<file path="src/sv/cfd_pkg.sv">
package cfd_pkg;

    // Framing characters and sizes
    localparam logic [7:0]  LEADER_CHAR     = 8'h40;
    localparam logic [7:0]  TYPE_CHAR       = 8'h43;
    localparam logic [7:0]  TYPE_ONE        = 8'h01;
    localparam logic [1:0]  LEADER_MAX      = 2'd3;
    localparam logic [2:0]  HEADER_LAST_IDX = 3'd6;
    localparam logic [2:0]  IDX_LEN_HI      = 3'd2;
    localparam logic [2:0]  IDX_LEN_LO      = 3'd3;
    localparam logic [2:0]  IDX_TYPE_C      = 3'd4;
    localparam logic [2:0]  IDX_TYPE_A      = 3'd5;
    localparam logic [2:0]  IDX_TYPE_B      = 3'd6;
    localparam logic [15:0] LENGTH_OVERHEAD = 16'd5;

    // Frame end status
    typedef enum logic [2:0] {
        ST_OK         = 3'd0,
        ST_LEADER_TO  = 3'd1,
        ST_NO_LEADER  = 3'd2,
        ST_HEADER_TO  = 3'd3,
        ST_BAD_TYPE   = 3'd4,
        ST_PAYLOAD_TO = 3'd5
    } status_t;

    // Input operation
    typedef enum logic {
        OP_BYTE  = 1'b0,
        OP_TIMER = 1'b1
    } op_t;

    typedef struct packed {
        op_t        operation;
        logic [7:0] rx_byte;
    } cfd_in_t;

    typedef struct packed {
        logic       has_byte;
        logic [7:0] data_byte;
        logic       last;
        status_t    status;
    } cfd_out_t;

    // One processing step: result present flag plus the result
    typedef struct packed {
        logic     valid;
        cfd_out_t item;
    } cfd_step_t;

endpackage

</file>
<file path="src/sv/cfd_in_stage.sv">
module cfd_in_stage (
    input  logic            clk,
    input  logic            rst_n,
    input  logic            in_valid,
    output logic            in_ready,
    input  cfd_pkg::cfd_in_t in_data,
    input  logic            fire,
    output logic            item_valid,
    output cfd_pkg::cfd_in_t item
);
    import cfd_pkg::*;

    logic    valid_reg;
    cfd_in_t data_reg;

    // slot frees up in the same cycle the core consumes it
    assign in_ready   = !valid_reg || fire;
    assign item_valid = valid_reg;
    assign item       = data_reg;

    always_ff @(posedge clk or negedge rst_n)
    begin
        if (!rst_n)
        begin
            valid_reg <= 1'b0;
        end
        else if (in_ready)
        begin
            valid_reg <= in_valid;
        end
    end

    always_ff @(posedge clk)
    begin
        if (in_valid && in_ready)
        begin
            data_reg <= in_data;
        end
    end

endmodule

</file>
<file path="src/sv/cfd_core.sv">
module cfd_core (
    input  logic              clk,
    input  logic              rst_n,
    input  logic              fire,
    input  cfd_pkg::cfd_in_t  item,
    output cfd_pkg::cfd_step_t step
);
    import cfd_pkg::*;

    typedef enum logic [1:0] {
        PH_LEADER  = 2'd0,
        PH_HEADER  = 2'd1,
        PH_PAYLOAD = 2'd2
    } phase_t;

    phase_t      phase_reg, phase_next;
    logic [1:0]  leader_count_reg, leader_count_next;
    logic [2:0]  header_index_reg, header_index_next;
    logic [15:0] length_reg, length_next;
    logic        type_ok_reg, type_ok_next;
    logic [15:0] remaining_reg, remaining_next;

    logic [7:0]  b;
    logic        do_header;
    logic [2:0]  hidx;
    logic [15:0] hlen;
    logic        htype;
    logic [1:0]  lc_inc;

    // Step logic for one item
    always_comb
    begin
        phase_next        = phase_reg;
        leader_count_next = leader_count_reg;
        header_index_next = header_index_reg;
        length_next       = length_reg;
        type_ok_next      = type_ok_reg;
        remaining_next    = remaining_reg;
        step              = '0;

        b         = item.rx_byte;
        lc_inc    = leader_count_reg + 2'd1;
        do_header = 1'b0;
        hidx      = (phase_reg == PH_HEADER) ? header_index_reg : 3'd0;
        hlen      = length_reg;
        htype     = type_ok_reg;

        if (item.operation == OP_TIMER)
        begin
            step.valid     = 1'b1;
            step.item.last = 1'b1;
            case (phase_reg)
                PH_HEADER:  step.item.status = ST_HEADER_TO;
                PH_PAYLOAD: step.item.status = ST_PAYLOAD_TO;
                default:    step.item.status = ST_LEADER_TO;
            endcase
            phase_next        = PH_LEADER;
            leader_count_next = '0;
            header_index_next = '0;
            length_next       = '0;
            type_ok_next      = 1'b1;
            remaining_next    = '0;
        end
        else if (phase_reg == PH_HEADER)
        begin
            do_header = 1'b1;
        end
        else if (phase_reg == PH_PAYLOAD)
        begin
            step.valid          = 1'b1;
            step.item.has_byte  = 1'b1;
            step.item.data_byte = b;
            if (remaining_reg <= 16'd1)
            begin
                step.item.last    = 1'b1;
                step.item.status  = ST_OK;
                phase_next        = PH_LEADER;
                leader_count_next = '0;
                header_index_next = '0;
                length_next       = '0;
                type_ok_next      = 1'b1;
                remaining_next    = '0;
            end
            else
            begin
                remaining_next = remaining_reg - 16'd1;
            end
        end
        else if (b == LEADER_CHAR)
        begin
            leader_count_next = lc_inc;
            if (lc_inc >= LEADER_MAX)
            begin
                phase_next        = PH_HEADER;
                header_index_next = '0;
            end
        end
        else if (leader_count_reg == 2'd0)
        begin
            step.valid        = 1'b1;
            step.item.last    = 1'b1;
            step.item.status  = ST_NO_LEADER;
            phase_next        = PH_LEADER;
            leader_count_next = '0;
            header_index_next = '0;
            length_next       = '0;
            type_ok_next      = 1'b1;
            remaining_next    = '0;
        end
        else
        begin
            // short leader: this byte is the first CRC byte
            do_header = 1'b1;
        end

        // Header byte handling
        if (do_header)
        begin
            case (hidx)
                IDX_LEN_HI: hlen = {b, length_reg[7:0]};
                IDX_LEN_LO: hlen = {length_reg[15:8], b};
                IDX_TYPE_C: htype = type_ok_reg && (b == TYPE_CHAR);
                IDX_TYPE_A: htype = type_ok_reg && (b == TYPE_ONE);
                IDX_TYPE_B: htype = type_ok_reg && (b == TYPE_ONE);
                default:    hlen = length_reg;
            endcase
            phase_next        = PH_HEADER;
            header_index_next = hidx + 3'd1;
            length_next       = hlen;
            type_ok_next      = htype;
            if (hidx >= HEADER_LAST_IDX)
            begin
                if (!htype || (hlen <= LENGTH_OVERHEAD))
                begin
                    step.valid        = 1'b1;
                    step.item.last    = 1'b1;
                    step.item.status  = htype ? ST_OK : ST_BAD_TYPE;
                    phase_next        = PH_LEADER;
                    leader_count_next = '0;
                    header_index_next = '0;
                    length_next       = '0;
                    type_ok_next      = 1'b1;
                    remaining_next    = '0;
                end
                else
                begin
                    remaining_next = hlen - LENGTH_OVERHEAD;
                    phase_next     = PH_PAYLOAD;
                end
            end
        end
    end

    // Frame state
    always_ff @(posedge clk or negedge rst_n)
    begin
        if (!rst_n)
        begin
            phase_reg        <= PH_LEADER;
            leader_count_reg <= '0;
            header_index_reg <= '0;
            length_reg       <= '0;
            type_ok_reg      <= 1'b1;
            remaining_reg    <= '0;
        end
        else if (fire)
        begin
            phase_reg        <= phase_next;
            leader_count_reg <= leader_count_next;
            header_index_reg <= header_index_next;
            length_reg       <= length_next;
            type_ok_reg      <= type_ok_next;
            remaining_reg    <= remaining_next;
        end
    end

    // a payload phase always has at least one byte to come
    a_payload_nonzero: assert property (@(posedge clk) disable iff (!rst_n)
        phase_reg == PH_PAYLOAD |-> remaining_reg != 16'd0)
        else $error("payload phase with zero bytes remaining");

    // leader phase always starts from a clean header context
    a_leader_clean: assert property (@(posedge clk) disable iff (!rst_n)
        phase_reg == PH_LEADER |-> (length_reg == 16'd0) && type_ok_reg
                                   && (header_index_reg == 3'd0))
        else $error("leader phase with stale header state");

    // header index never runs past the last header byte
    a_header_index: assert property (@(posedge clk) disable iff (!rst_n)
        phase_reg == PH_HEADER |-> header_index_reg <= HEADER_LAST_IDX)
        else $error("header index out of range");

    // an error end never carries a payload byte
    a_error_no_byte: assert property (@(posedge clk) disable iff (!rst_n)
        fire && step.valid && (step.item.status != ST_OK) |-> !step.item.has_byte)
        else $error("error status together with a data byte");

    // a frame end moves the state back to the leader phase
    a_end_restart: assert property (@(posedge clk) disable iff (!rst_n)
        fire && step.valid && step.item.last |=> phase_reg == PH_LEADER)
        else $error("frame end did not restart the frame");

endmodule

</file>
<file path="src/sv/cfd_out_stage.sv">
module cfd_out_stage (
    input  logic               clk,
    input  logic               rst_n,
    input  logic               fire,
    input  cfd_pkg::cfd_step_t step,
    output logic               slot_free,
    output logic               out_valid,
    input  logic               out_ready,
    output cfd_pkg::cfd_out_t  out_data
);
    import cfd_pkg::*;

    logic     valid_reg;
    cfd_out_t data_reg;
    logic     load;

    // result register can take a new result when empty or being drained
    assign slot_free = !valid_reg || out_ready;
    assign load      = fire && step.valid;
    assign out_valid = valid_reg;
    assign out_data  = data_reg;

    always_ff @(posedge clk or negedge rst_n)
    begin
        if (!rst_n)
        begin
            valid_reg <= 1'b0;
        end
        else if (load)
        begin
            valid_reg <= 1'b1;
        end
        else if (out_ready)
        begin
            valid_reg <= 1'b0;
        end
    end

    always_ff @(posedge clk)
    begin
        if (load)
        begin
            data_reg <= step.item;
        end
    end

endmodule

</file>
<file path="src/sv/command_frame_deframer_unit.sv">
// Command frame deframer.
// Input channel (in_valid/in_ready/in_data) carries one transaction per received
// byte, or a timer-expired marker (operation = 1). Output channel
// (out_valid/out_ready/out_data) carries payload bytes; each frame end (last = 1)
// carries the frame status, on the last payload byte or on a transaction of its own.
// Throughput: one input transaction per cycle, sustained, as long as the
// receiver keeps up; the frame state is updated combinationally (one compare,
// one 16-bit decrement) between the input register and the result register.
// A result passes through the input register, then the result register,
// before it is presented on out_valid.
// Input transactions that produce no result (leader and header bytes) still
// pass through the same pipeline slot.
// When the receiver stalls, the result register holds its transaction and the
// input register fills; in_ready then drops until out_ready returns.
// Reset clears both registers' valid flags and returns the frame state to
// waiting for a leader; no clearing pass is needed.
module command_frame_deframer_unit (
    input  logic              clk,
    input  logic              rst_n,
    input  logic              in_valid,
    output logic              in_ready,
    input  cfd_pkg::cfd_in_t  in_data,
    output logic              out_valid,
    input  logic              out_ready,
    output cfd_pkg::cfd_out_t out_data
);
    import cfd_pkg::*;

    logic      item_valid;
    cfd_in_t   item;
    cfd_step_t step;
    logic      slot_free;
    logic      fire;

    // core consumes the held item when the result slot can take it
    assign fire = item_valid && slot_free;

    cfd_in_stage u_in (
        .clk        (clk),
        .rst_n      (rst_n),
        .in_valid   (in_valid),
        .in_ready   (in_ready),
        .in_data    (in_data),
        .fire       (fire),
        .item_valid (item_valid),
        .item       (item)
    );

    cfd_core u_core (
        .clk   (clk),
        .rst_n (rst_n),
        .fire  (fire),
        .item  (item),
        .step  (step)
    );

    cfd_out_stage u_out (
        .clk       (clk),
        .rst_n     (rst_n),
        .fire      (fire),
        .step      (step),
        .slot_free (slot_free),
        .out_valid (out_valid),
        .out_ready (out_ready),
        .out_data  (out_data)
    );

endmodule

</file>
<file path="config.mk">
export PLATFORM = sky130hd
export DESIGN_NAME = command_frame_deframer_unit
export DESIGN_NICKNAME = d
export VERILOG_FILES = /design/src/sv/cfd_pkg.sv /design/src/sv/cfd_in_stage.sv /design/src/sv/cfd_core.sv /design/src/sv/cfd_out_stage.sv /design/src/sv/command_frame_deframer_unit.sv
export SDC_FILE = /design/constraint.sdc
export NUM_CORES = 1
export LEC_CHECK = 0
export BUFFER_PORTS_ARGS = -buffer_cell sky130_fd_sc_hd__buf_2
export CORE_UTILIZATION = 65
export DETAILED_ROUTE_END_ITERATION = 7
export PLACE_DENSITY = 0.86
export SKIP_LAST_GASP = 1
export SYNTH_ARGS = -nofsm -noshare
export SYNTH_HDL_FRONTEND = slang
export SYNTH_SLANG_ARGS = --single-unit
export TNS_END_PERCENT = 10
</file>
<file path="constraint.sdc">
create_clock -name clk -period 11.7 [get_ports clk]
set_input_delay 0.585 -clock clk [delete_from_list [all_inputs] [get_ports clk]]
set_output_delay 0.585 -clock clk [all_outputs]
set_load 0.01 [all_outputs]
</file>
Yosys cells after proc, flatten, opt, wreduce, memory -nomap -nowiden --
Index checks and enable logic that the tools add are counted.
Cells by class: $lt $le $gt $ge 4, multiplexer cells 87, eq/ne operators 14, reduce and logical (&&, ||, !) cells 20, bitwise logic cells 1, add/subtract/negate cells 4
Operators with widths (count):
- 16-bit 2-to-1 mux | 19
- 2-bit 2-to-1 mux | 19
- 3-bit 2-to-1 mux | 12
- 4-bit 2-to-1 mux | 8
- 16-bit case mux with 2 select lines | 1
- 1-bit 2-to-1 mux | 24
- 8-bit by 7-bit equality test with 1-bit output (second input constant) | 2
- 16-bit by 1-bit <= comparator with 1-bit output (second input constant) | 1
- 16-bit by 3-bit <= comparator with 1-bit output (second input constant) | 1
- 16-bit by 1-bit subtractor with 16-bit output (second input constant) | 1
- 16-bit by 3-bit subtractor with 16-bit output (second input constant) | 1
- 14-bit 2-to-1 mux | 1
- 5-bit AND reduction | 2
- 3-bit equality test (second input constant) | 3
- 9-bit 2-to-1 mux | 1
- 8-bit by 1-bit equality test with 1-bit output (second input constant) | 1
- 3-bit by 2-bit equality test with 1-bit output (second input constant) | 2
- 3-bit case mux with 2 select lines | 1
- 1-bit logical AND | 5
- 5-bit by 3-bit != test with 1-bit output (second input constant) | 1
- 5-bit nonzero test | 1
- 4-bit by 2-bit != test with 1-bit output (second input constant) | 1
- 4-bit by 3-bit != test with 1-bit output (second input constant) | 1
- 4-bit nonzero test | 1
- 15 further kinds | 20
Word-level totals: logic and storage cells 144, output and inout bits 15, register bits 64, input port bits 13

Depth between registers and ports, before layout --
word-level depth 14, mapped depth 17, mapped depth without buffers 13

Cells and area by module --
From an unflattened synthesis, not the netlist that was laid out.
Unflattened totals: cell total of the unflattened synthesis 431, area, all modules 3965.1 um^2
Modules (own cells, without submodules):
- cfd_core | cells an instance 399, area each 3191.8 um^2, times used 1, seq. area each 1002.2 um^2
- cfd_out_stage | cells an instance 18, area each 442.9 um^2, times used 1, seq. area each 415.4 um^2
- cfd_in_stage | cells an instance 13, area each 324.1 um^2, times used 1, seq. area each 295.3 um^2
- command_frame_deframer_unit | cells an instance 1, area each 6.3 um^2, times used 1, seq. area each 0.0 um^2

Least setup slack after synthesis --
Ideal clock, no wire load.
path kind register -> register, start reg u_core.phase_reg[0], end reg u_out.data_reg (netlist bit u_out.out_data[0]), enable pin, stages on the path, launching flop included 16, path slack 7.299 ns, required time 11.313 ns, arrival time 4.014 ns, buffers on the path 4, clock period less this slack 4.401 ns, setup time 0.387 ns, cells stage by stage dfrtp_1 -> and3b_1 -> buf_2 -> inv_2 -> clkbuf_1 -> ha_1 -> clkbuf_1 -> clkbuf_1 -> nand2_1 -> a22oi_1 -> ha_1 -> nor3b_1 -> o31ai_1 -> a32o_1 -> a21oi_1 -> a21oi_1
Between the ends: word-level cells in the longest chain between the ends 12, elaborated cells between the ends (all ways) 27, those cells by class order compare: 2; eq/ne: 7; mux: 14; reduce/logical: 4
RTL lines:
- start: declaration | RTL line cfd_core.sv:16 | phase_t phase_reg, phase_next;
- start signal: assignment | RTL line cfd_core.sv:168 | phase_reg <= phase_next;
- parallel branches: the longest is 10 deep, another holds 16-bit by 3-bit <= comparator with 1-bit output
- 1-bit 2-to-1 mux * | RTL line cfd_core.sv:117 | if (do_header)
- 1-bit logical AND * | RTL line cfd_out_stage.sv:19 | assign load = fire && step.valid;
- net u_out.load | RTL line cfd_out_stage.sv:15 | logic load;
- end signal: assignment | RTL line cfd_out_stage.sv:43 | data_reg <= step.item;
- end: declaration | RTL line cfd_out_stage.sv:14 | cfd_out_t data_reg;
Mark *: on every way through the listed nets, which the timed path passes. The select of a mux whose other input is x is not followed. A chain may end at the register's enable or synchronous reset.

Final worst setup path --
start reg u_core.phase_reg[0], end reg u_out.data_reg (netlist bit u_out.out_data[1]), enable pin
Same word-level chain as after synthesis.

==> flow_summary.toml <==
[floorplanning]
io_pins = 28
core_um2 = 5990
fp.dieW_um = 81.5
row_count = 28
dieArea_um2 = 6640
fp.dieH_um = 81.5
initial_core_util_pct = 68.5

[clocking]
path_clk_slew_ps = 70
postCtsHoldBufs = 0
cts_buffers = 9
clockRootBuffer = "clkbuf_8"
cts-htree-levels = 3
ctsResizeCount = 0
ctsLongestPathBuffers = 2
worstSkewPairLatency_ps = 360
clock_sinks = 64
cts_tree = "done"
postCtsSetupBuffers = 0

[route]
wl_per_cell_um = 21.0
drtIter0Drc = 656
routed_via_density = 7.21
first_pass_iters = 6
drc = 0
routed_wirelength_um = 11200
ant_nets = 0
vias = 3857

[global_routing]
grt_pass1_vias = 3338
grt_use_total_pct = 35.7
grt_max_degree = 43
grt_pass1_wl_um = 17400
gr-total-overflow = 0
antenna_found_initial = 0

[pwr]
p_per_area_nw_per_um2 = 161
power.share.clock_pct = 29.3
switching_share_pct = 37.3
internal_power_mw = 0.447
switchingPower_mw = 0.266
power_mw = 0.713
pwr-share-seq_pct = 39.2
p_leak_nw = 1.76
vdd_ir_drop_max_v = 0.000112
combPwrFrac_pct = 31.5

[timing]
worst_pin_slew_ps = 1390
finalSetupViolCount = 0
min_period_ps = 5590
max-slew-margin-rel_pct = 7.40
tns_ps = 0
drv_slew = 0
finalClockSkew_ps = 12.8
finalCritPeriodShare_pct = 47.8
fmax_mhz = 179
hold_viol = 0
rsz0062_at_grt = "no"

[synthesis]
syn_area_um2 = 4110
synth_cell_types = 65
synthArstFlopShare_pct = 65.6
yosysTopAreaCell = "dfrtp_1"
ys_top_cells_by_area = "dfrtp_1 25%, edfxtp_1 16%, nand2_1 3.7%"
ys_seq_elements = 64
yosysWarnings = 0
yosysSeqAreaShare_pct = 41.7
yosysTopAreaCellShare_pct = 25.0
ys.flop_type = "dfrtp_1"
synth_edf_count = 22
syn_avg_cell_area_um2 = 9.27
syn_inst = 443
syn_nets = 465

[place]
gp_congestion = 0.909
io_buffers = 27
place_hpwl_um = 7590

[setup_path]
worstSetupEndpointType = "flip-flop"
critPathRequiredTime_ps = 11660
cp_cell_sequence = "nor2b_1, and3_1, ha_1, nand2_1, a22oi_1, ha_1, nor3b_1, o31ai_1, a32o_1, a21oi_1, a21oi_1"
crit_fanout = 21
cp_slowest_stage_delay_ps = 1120
critPathKind = "reg -> reg"
arrival_ps = 5550
cp-start-kind = "flip-flop"
slowest_stage = "a21oi_1"

[run_status]
status = "finished clean"

[finish]
drive_gt1_share_pct = 11.5
diodes = 0
fin_nets = 477
area_growth_pct = 7.95
mostFrequentLayoutCells = "41 x nand2_1, 41 x dfrtp_1, 33 x nor2_1"

[hold_path]
hp-class = "in -> async"

[run]
drv_cap = 0
[layer usage]
layer | vias to the layer above | share of wire, % | track usage, %
li1 | 1732 | - | -
met1 | 1812 | 42 | 52.2
met2 | 272 | 44 | 51.2
met3 | 41 | 10 | 6.00
met4 | 0 | 3.5 | 17.1
met5 | - | 0 | 0
[cell families after synthesis]
| kind of cell | count (synthesis) | share of synthesized area (%) |
|---|---|---|
| flops | 64 | 41.7 |
| compound gates | 152 | 26.4 |
| mux | 4 | 1.07 |
| fa+ha+maj | 9 | 2.74 |
| xor+xnor | 13 | 2.77 |
| buf+inv | 38 | 3.93 |
| simple gates | 163 | 21.4 |
[power by group through the flow]
stage	Sequential [mW]	Clock (mW)	Combinational [mW]
final	0.280	0.209	0.225
after global routing	0.282	0.216	0.242
after CTS	0.278	0.208	0.217
after detailed placement	0.282	0	0.214
after global placement	0.282	0	0.211
after floorplan	0.282	0	0.154
[final timing paths]
check                                                         end                                   start  cells past startpoint  slack, ps
max                                   u_out.out_data[1]$_DFFE_PP_         u_core.phase_reg[0]$_DFFE_PN0P_                     11       6110
min                             u_core.length_reg[12]$_DFFE_PN0P_                                   rst_n                      1        380
max reg2reg                           u_out.out_data[1]$_DFFE_PP_         u_core.phase_reg[0]$_DFFE_PN0P_                     11       6110
min reg2reg                u_core.header_index_reg[2]$_DFFE_PN0P_  u_core.header_index_reg[2]$_DFFE_PN0P_                      2        480
max in group asynchronous        u_core.length_reg[0]$_DFFE_PN0P_                                   rst_n                      1      10700
min in group clk                           u_in.item[5]$_DFFE_PP_                              in_data[5]                      1        400
[synth_stat cells (6+ instances only)]
| library cell | n |
|---|---|
| dfrtp_1 | 41 |
| nand2_1 | 41 |
| nor2_1 | 33 |
| a21oi_1 | 27 |
| clkbuf_1 | 22 |
| edfxtp_1 | 22 |
| o31ai_1 | 19 |
| and2_1 | 17 |
| o21ai_0 | 17 |
| a22oi_1 | 14 |
| nor3_1 | 11 |
| inv_1 | 10 |
| nand3_1 | 10 |
| ha_1 | 9 |
| a221o_1 | 8 |
| o221ai_1 | 8 |
| or4_1 | 8 |
| a211oi_1 | 7 |
| nor2b_1 | 7 |
| xor2_1 | 7 |
| a31oi_1 | 6 |
| nand2b_1 | 6 |
| xnor2_1 | 6 |
[cell type report]
cell class | instances | area [um2]
clock inverter | 7 | 86.3
inverter | 11 | 41.3
sequential | 64 | 1710
fill | 433 | 1560
tap | 75 | 93.8
clock buffer | 9 | 124
timing repair buffer | 28 | 143
multi-input combinational | 341 | 2230
[critical path, delay by kind of cell (launching register included)]
kind	cells	cell delay [ps]
flops	1	420
compound gates	5	2300
simple gates	4	1490
fa+ha+maj	2	980
[per-stage QoR]
stage / instance area, um2 / worst slack, ps / instances / util, % / hold slack, ps
2_1_floorplan: 4110 / 7300 / 443 / - / 289
3_3_place_gp: 4220 / 6720 / 519 / 70.5 / 459
3_5_place_dp: 4220 / 6490 / 519 / 70.5 / 462
4_1_cts: 4430 / 6350 / 535 / 74.0 / 399
5_1_grt: 4430 / 5750 / 535 / 74.0 / 400
6_report: 4430 / 6110 / 535 / 74.0 / 383
Power figures use the tool's default switching activity.
